$ cat src/rtl/alr_pkg.sv
`default_nettype none
// ----------------------------------------------------------------------------
// alr_pkg
// Shared types and constants of the anti-aliased line rasterizer.
// ----------------------------------------------------------------------------
package alr_pkg;

  localparam int SCREEN_WIDTH_DEF  = 32;
  localparam int SCREEN_HEIGHT_DEF = 32;
  localparam int FRACTION_BITS_DEF = 16;

  localparam int COORD_W    = 12;
  localparam int COLOR_W    = 32;
  localparam int PERIOD_W   = 8;
  localparam int PIX_W      = 5;
  localparam int IN_DATA_W  = 88;
  localparam int OUT_DATA_W = 48;

  typedef logic signed [COORD_W-1:0] coord_t;

  // One classified draw command: a = major axis, b = minor axis, a1 <= a2.
  typedef struct packed {
    logic                single;
    logic                xmajor;
    coord_t              a1;
    coord_t              b1;
    coord_t              a2;
    coord_t              b2;
    logic [COLOR_W-1:0]  color;
    logic [PERIOD_W-1:0] period;
  } item_t;

  typedef struct packed {
    logic clearing;
    logic pop;
  } back_stat_t;

endpackage
`default_nettype wire

$ cat src/rtl/alr_front.sv
`default_nettype none
// ----------------------------------------------------------------------------
// alr_front
// Accepts commands, sorts endpoints along the major axis, drops lines whose
// endpoints all lie outside the screen in x and in y, and queues the rest for the walker.
// ----------------------------------------------------------------------------
module alr_front #(
  parameter int SCREEN_WIDTH  = alr_pkg::SCREEN_WIDTH_DEF,
  parameter int SCREEN_HEIGHT = alr_pkg::SCREEN_HEIGHT_DEF
) (
  input  wire                            clk,
  input  wire                            rst_n,
  input  wire                            in_tvalid,
  output logic                           in_tready,
  input  wire [alr_pkg::IN_DATA_W-1:0]   in_tdata,
  input  wire                            in_tuser,
  output logic                           q_valid,
  output alr_pkg::item_t                 q_item,
  input  alr_pkg::back_stat_t            stat
);

  localparam logic signed [12:0] W_S = 13'(SCREEN_WIDTH);
  localparam logic signed [12:0] H_S = 13'(SCREEN_HEIGHT);

  alr_pkg::coord_t x1, y1, x2, y2;
  logic signed [12:0] dx, dy, adx, ady;
  logic xmajor, swap, skip, accept;
  alr_pkg::item_t cls;

  alr_pkg::item_t q_mem_r [2];
  logic       wr_ptr_r, wr_ptr_nxt, rd_ptr_r, rd_ptr_nxt;
  logic [1:0] count_r, count_nxt;

  assign x1 = in_tdata[11:0];
  assign y1 = in_tdata[23:12];
  assign x2 = in_tdata[35:24];
  assign y2 = in_tdata[47:36];

  function automatic logic outside(input alr_pkg::coord_t v, input logic signed [12:0] lim);
    logic signed [12:0] w;
    w = 13'(v);
    return (w < 0) || (w >= lim);
  endfunction

  always_comb begin
    dx     = 13'(x2) - 13'(x1);
    dy     = 13'(y2) - 13'(y1);
    adx    = dx[12] ? -dx : dx;
    ady    = dy[12] ? -dy : dy;
    xmajor = adx > ady;
    swap   = xmajor ? (x1 > x2) : (y1 > y2);
    skip   = in_tuser && outside(x1, W_S) && outside(x2, W_S) &&
             outside(y1, H_S) && outside(y2, H_S);
    cls.single = !in_tuser;
    cls.xmajor = xmajor || !in_tuser;
    cls.color  = in_tdata[79:48];
    cls.period = in_tdata[87:80];
    if (!in_tuser) begin
      cls.a1 = x1; cls.b1 = y1; cls.a2 = x1; cls.b2 = y1;
    end else if (xmajor) begin
      cls.a1 = swap ? x2 : x1; cls.b1 = swap ? y2 : y1;
      cls.a2 = swap ? x1 : x2; cls.b2 = swap ? y1 : y2;
    end else begin
      cls.a1 = swap ? y2 : y1; cls.b1 = swap ? x2 : x1;
      cls.a2 = swap ? y1 : y2; cls.b2 = swap ? x1 : x2;
    end
  end

  assign in_tready = !stat.clearing && (count_r != 2'd2);
  assign accept    = in_tvalid && in_tready;
  assign q_valid   = count_r != 2'd0;
  assign q_item    = q_mem_r[rd_ptr_r];

  always_comb begin
    wr_ptr_nxt = wr_ptr_r;
    rd_ptr_nxt = rd_ptr_r;
    count_nxt  = count_r;
    if (accept && !skip) begin
      wr_ptr_nxt = !wr_ptr_r;
      count_nxt  = count_nxt + 2'd1;
    end
    if (stat.pop) begin
      rd_ptr_nxt = !rd_ptr_r;
      count_nxt  = count_nxt - 2'd1;
    end
  end

  always_ff @(posedge clk) begin
    if (!rst_n) begin
      wr_ptr_r <= 1'b0;
      rd_ptr_r <= 1'b0;
      count_r  <= 2'd0;
    end else begin
      wr_ptr_r <= wr_ptr_nxt;
      rd_ptr_r <= rd_ptr_nxt;
      count_r  <= count_nxt;
    end
  end

  always_ff @(posedge clk) begin
    if (accept && !skip) begin
      q_mem_r[wr_ptr_r] <= cls;
    end
  end

endmodule
`default_nettype wire

$ cat config.mk
export PLATFORM = sky130hd
export DESIGN_NAME = alr_front
export DESIGN_NICKNAME = d
export VERILOG_FILES = /design/src/rtl/alr_pkg.sv /design/src/rtl/alr_front.sv
export SDC_FILE = /design/constraint.sdc
export NUM_CORES = 1
export LEC_CHECK = 0
export BUFFER_PORTS_ARGS = -buffer_cell sky130_fd_sc_hd__buf_2
export CAP_MARGIN = 15
export CORE_MARGIN = 1
export CORE_UTILIZATION = 42
export DETAILED_ROUTE_END_ITERATION = 8
export PLACE_DENSITY = 0.74
export SYNTH_ARGS = -nofsm -noshare
export SYNTH_HDL_FRONTEND = slang
export SYNTH_SLANG_ARGS = --single-unit
$ cat constraint.sdc
create_clock -name clk -period 6 [get_ports clk]
set_clock_uncertainty 0.2 [all_clocks]
set_input_delay 0.6 -clock clk [delete_from_list [all_inputs] [get_ports clk]]
set_output_delay 0.6 -clock clk [all_outputs]
set_load 0.01 [all_outputs]
# After elaboration in Yosys (flattened, before gate mapping)
# Memories as Yosys holds them, arrays and structs flattened. A register that Yosys moved wholly into a read port is not among the register bits.
# Cells that the tools add are included.
totals:
  ff_bits: 4
  wordCells: 55
  mem_count: 1
  input_bits: 94
  ram_bits: 180
  output_inout_bits: 92
memory_table:
  columns: ["memory", "words", "width", "read_ports", "rd_clocked_by_memory_dff", "write_ports", "line_no", "rtl"]
  rows:
  - ["q_mem_r", 2, 90, 1, 1, 1, "alr_front.sv:30", "alr_pkg::item_t q_mem_r [2];"]
op_classes:
  order_cmp: 11
  n_reduce_logical: 18
  n_addsub: 6
  eq_ne: 1
  n_mux: 15
op_table:
  columns: ["operator", "n"]
  rows:
  - ["two-way mux 48 bit", 2]
  - [">= comparator 12 x 7 -> 1 bit (second input constant)", 4]
  - ["less-than comparator 12 x 1 -> 1 bit (second input constant)", 4]
  - ["two-way mux 12 bit", 4]
  - ["two-way mux 13 bit", 2]
  - ["negation 13 bit", 2]
  - ["subtractor 12 x 12 -> 13 bit", 2]
  - ["greater-than comparator 12 bit", 2]
  - ["greater-than comparator 13 bit", 1]
  - ["logical AND 1 bit", 7]
  - ["zero test 1 bit", 5]
  - ["logical OR 1 bit", 5]
  - ["two-way mux 1 bit", 5]
  - ["two-way mux 2 bit", 2]
  - ["adder 2 x 1 -> 2 bit (second input constant)", 1]
  - ["inequality test 2 bit (second input constant)", 1]
  - ["nonzero test 2 bit", 1]
  - ["subtractor 2 x 1 -> 2 bit (second input constant)", 1]

# Logic depth before layout (Yosys ltp)
logic_depth:
  word_depth: 11
  mapped_depth: 21
  ltp_nobuf: 18

# Worst setup path before layout
# Ideal clock, no wire load.
synth_path:
  kind: "input port to flip-flop"
  startpoint: "input in_tdata[21] (netlist name)"
  endpoint: "memory q_mem_r[0][0] (netlist name) (enable)"
  n_path_buf: 0
  arrival_ps: 5399
  required_time_ps: 5260
  setup_slack_ps: -139
  cell_stages: 5
  cell_sequence: "or4_1 > o41ai_2 > or4_1 > nand3_2 > nor2_1"
synth_via:
  elab_chain_len: 8
  elab_cells_between_ends: 9
  cone_classes: "order compare: 2; mux: 2; reduce/logical: 5"
synth_lines:
  columns: ["item", "line_no", "rtl"]
  rows:
  - ["start: declaration", "alr_front.sv:15", "input wire [alr_pkg::IN_DATA_W-1:0] in_tdata,"]
  - ["less-than comparator 12 x 1 -> 1 bit / >= comparator 12 x 7 -> 1 bit (equally long branches)", "alr_front.sv:42", "return (w < 0) || (w >= lim);"]
  - ["logical OR 1 bit *", "alr_front.sv:42", null]
  - ["logical AND 1 bit *", "alr_front.sv:52", "skip = in_tuser && outside(x1, W_S) && outside(x2, W_S) &&"]
  - ["logical AND 1 bit *", "alr_front.sv:53", "outside(y1, H_S) && outside(y2, H_S);"]
  - ["zero test 1 bit *", "alr_front.sv:101", "if (accept && !skip) begin"]
  - ["logical AND 1 bit *", "alr_front.sv:101", null]
  - ["two-way mux 1 bit *", "alr_front.sv:101", null]
  - ["two-way mux 1 bit (not written as such) *", "alr_front.sv:102", "q_mem_r[wr_ptr_r] <= cls;"]
  - ["end: declaration", "alr_front.sv:30", null]
# Every way passes the cells marked *; elsewhere a longest branch is shown, timed or not.

==> flow_summary.ini <==
[pwr]
p_leak_nw = 4.739
p_sw_frac = 0.3349
clock_power_share = 0.267
p_sw_mw = 1.325
pwr-share-seq = 0.398
ir_drop_v = 0.0002015
p_int_mw = 2.631
pwr-share-comb = 0.335
pwr_density_cell_nw_per_um2 = 315.4

[clocking]
clock-sinks = 185
cts_root_buf = clkbuf_16
clock_path_buffers = 2
htreeDepth = 4
clk_pin_slew_ns = 0.07
hold_buffers = 0
cts_resized = 0
cts_tree = done
cts_inserted_buffers = 17
insertion_delay_ns = 0.43
postCtsSetupRepairBufs = 0

[critical_path]
endpoint = q_mem_r[0][65]
cp.arrival_ns = 5.60
r2r_start = count_r[0]
reg2reg_to = q_mem_r[0][8]
r2r_cells = 6
end_kind = flip-flop
worst-path-max-fanout = 26
crit_start = in_tdata[36]
critPathLaunchType = input pin
required_ns = 6.05
worstSetupPathType = input pin to flip-flop
r2r_slack_ns = 3.25

[synth]
synth_top_cells_by_area = edfxtp_1 (51%), mux2_2 (9.6%), ha_1 (5.0%)
synthDistinctLibCells = 70
netlist_instances = 883
avgSynthCellArea_um2 = 12.08
yosysMostFrequentCell = edfxtp_1
synthFlopType = edfxtp_1
yosys_warnings = 0
synth_edf_count = 180
synth_seq_cells = 185
synth_async_sr_flop_share = 0
yosys.area.top_type = edfxtp_1
yosys-top-cells-count = edfxtp_1 (180), mux2_2 (91), nand2_1 (66)
synth_top_area_share = 0.5068
syn_nets = 1022
syn_area_um2 = 10670
synth-seq-area-share = 0.5162

[drt]
drt-total-wl_mm = 28.97
dr.pass1.iters = 5
ant_nets = 0
drc = 0
viasPerCell = 5.780
vias = 8034
wl_per_cell_um = 20.84
drt-initial-drc-count = 1099

[sta]
period_share = 0.9252
setup_viol = 0
slew-limit-headroom = 0.3615
maxClockFrequency_ghz = 0.1801
timing_hold_violations_final = 0
rsz0062_at_grt = no
fin_ws_ns = 0.4489
tightest_slew_ns = 0.9532
slew_violations = 0
min_period_ns = 5.551

[status]
status = complete, no violations

[layout]
fillCellCount = 2189
design_area_um2 = 12540
drive_above_1_share = 0.3634
ff_latch_area_um2 = 5509
multi_input_area_um2 = 4737
synthToLayoutAreaGrowth_pct = 17.59
stdcell_count = 1390
fin_nets = 1191
fin_util = 0.5097

[placed_design]
dp_cells = 1356
io_buffers = 185
gp_congestion = 1.005
dp_slack_ns = 0.07136
dpl_cell_area_um2 = 11950
detailed_place_hpwl_mm = 21.10

[grt]
first_global_vias = 7540
grt_pass1_wl_mm = 43.58
antenna_found_initial = 2
globalRouteOverflowTotal = 0
grt_max_degree = 97
gr-usage-all-layers = 0.2217

[floorplanning]
initial_utilization = 0.4335
dieHeight_um = 161.4
die_width_um = 161.4
rows = 57
die_area_um2 = 26040
core_um2 = 24600
ioPinCount = 186

[worst_hold_path]
hp-class = input pin to flip-flop

[run]
max_cap_violations = 0
==> power by group through the flow <==
stage / logic, mW / clock network, mW / registers [mW]
4_1_cts: 1.30 / 1.07 / 1.57
6_report: 1.33 / 1.06 / 1.57
5_1_grt: 1.44 / 1.13 / 1.58
3_5_place_dp: 1.30 / 0 / 1.60
2_1_floorplan: 0.912 / 0 / 1.59
3_3_place_gp: 1.27 / 0 / 1.60
==> kinds of logic after synthesis <==
kind of cell,after synthesis,share of synthesized area
AO/OA/AOI/OAI,221,0.1712
XOR/XNOR,39,0.03203
adder cells (fa/ha/maj),45,0.05420
buffers and inverters,108,0.04176
flip-flops,185,0.5162
multiplexers,93,0.09843
AND/OR/NAND/NOR,192,0.08623
==> flip-flops by register name, summed over array words and instances (netlist names), named ones only <==
name	count
count_r	2
q_mem_r	180
rd_ptr_r	1
wr_ptr_r	1
==> placed cells by master, fill, tap and decap left out, drive strengths merged, types with 27 or more instances in the layout <==
cell and n:
nor2 55, inv 69, o221ai 27, nand2 66, buf 197, edfxtp 180, ha 43, a31oi 32
o211ai 27, mux2 92, o21ai 37
==> worst max-delay path, cell delays in order <==
cell,delay (ns)
buf_2,0.11
inv_1,0.09
ha_1,0.23
fa_1,0.40
nand2b_1,0.19
a21bo_2,0.24
a211oi_2,0.27
a31oi_1,0.17
a31oi_1,0.80
a21oi_1,0.12
xnor2_1,0.18
ha_1,0.31
a2111oi_0,0.41
o21ai_1,0.12
o221ai_1,0.20
o211ai_1,0.18
a21oi_2,0.20
buf_12,0.20
inv_1,0.05
buf_4,0.26
o221ai_1,0.24
==> per-layer routing <==
layer | track usage | routed length, um
met1 | 0.2976 | 11940
met2 | 0.3425 | 12960
met3 | 0.04391 | 2786
met4 | 0.1093 | 1274
met5 | 0 | 10
==> worst min-delay path by stage <==
stage,startpoint,endpoint,cells past startpoint
6_report,in_tdata[87],q_mem_r[0][7],1
5_1_grt,in_tdata[87],q_mem_r[0][7],1
4_1_cts,in_tdata[87],q_mem_r[0][7],1
3_5_place_dp,rd_ptr_r,flip-flop,2
3_3_place_gp,count_r[0],count_r[1],1
2_1_floorplan,count_r[0],count_r[1],1
==> through the flow <==
step | total power, mW | TNS (ns) | hold WS, ns
finish | 3.956 | 0 | 0.1549
global route | 4.141 | 0 | 0.1353
CTS | 3.953 | 0 | 0.1383
detailed placement | 2.901 | 0 | 0.3081
global placement | 2.871 | 0 | 0.2969
floorplan | 2.504 | -24.98 | 0.2758
==> cell type report <==
type | count | share of cell area
Tap cell | 324 | 0.03233
Clock buffer | 17 | 0.03392
Antenna cell | 1 | 0.0001995
Multi-Input combinational cell | 590 | 0.3777
Sequential cell | 185 | 0.4393
Clock inverter | 15 | 0.01068
Timing Repair Buffer | 197 | 0.08760
Inverter | 61 | 0.01826
Power figures use the tool's default switching activity.
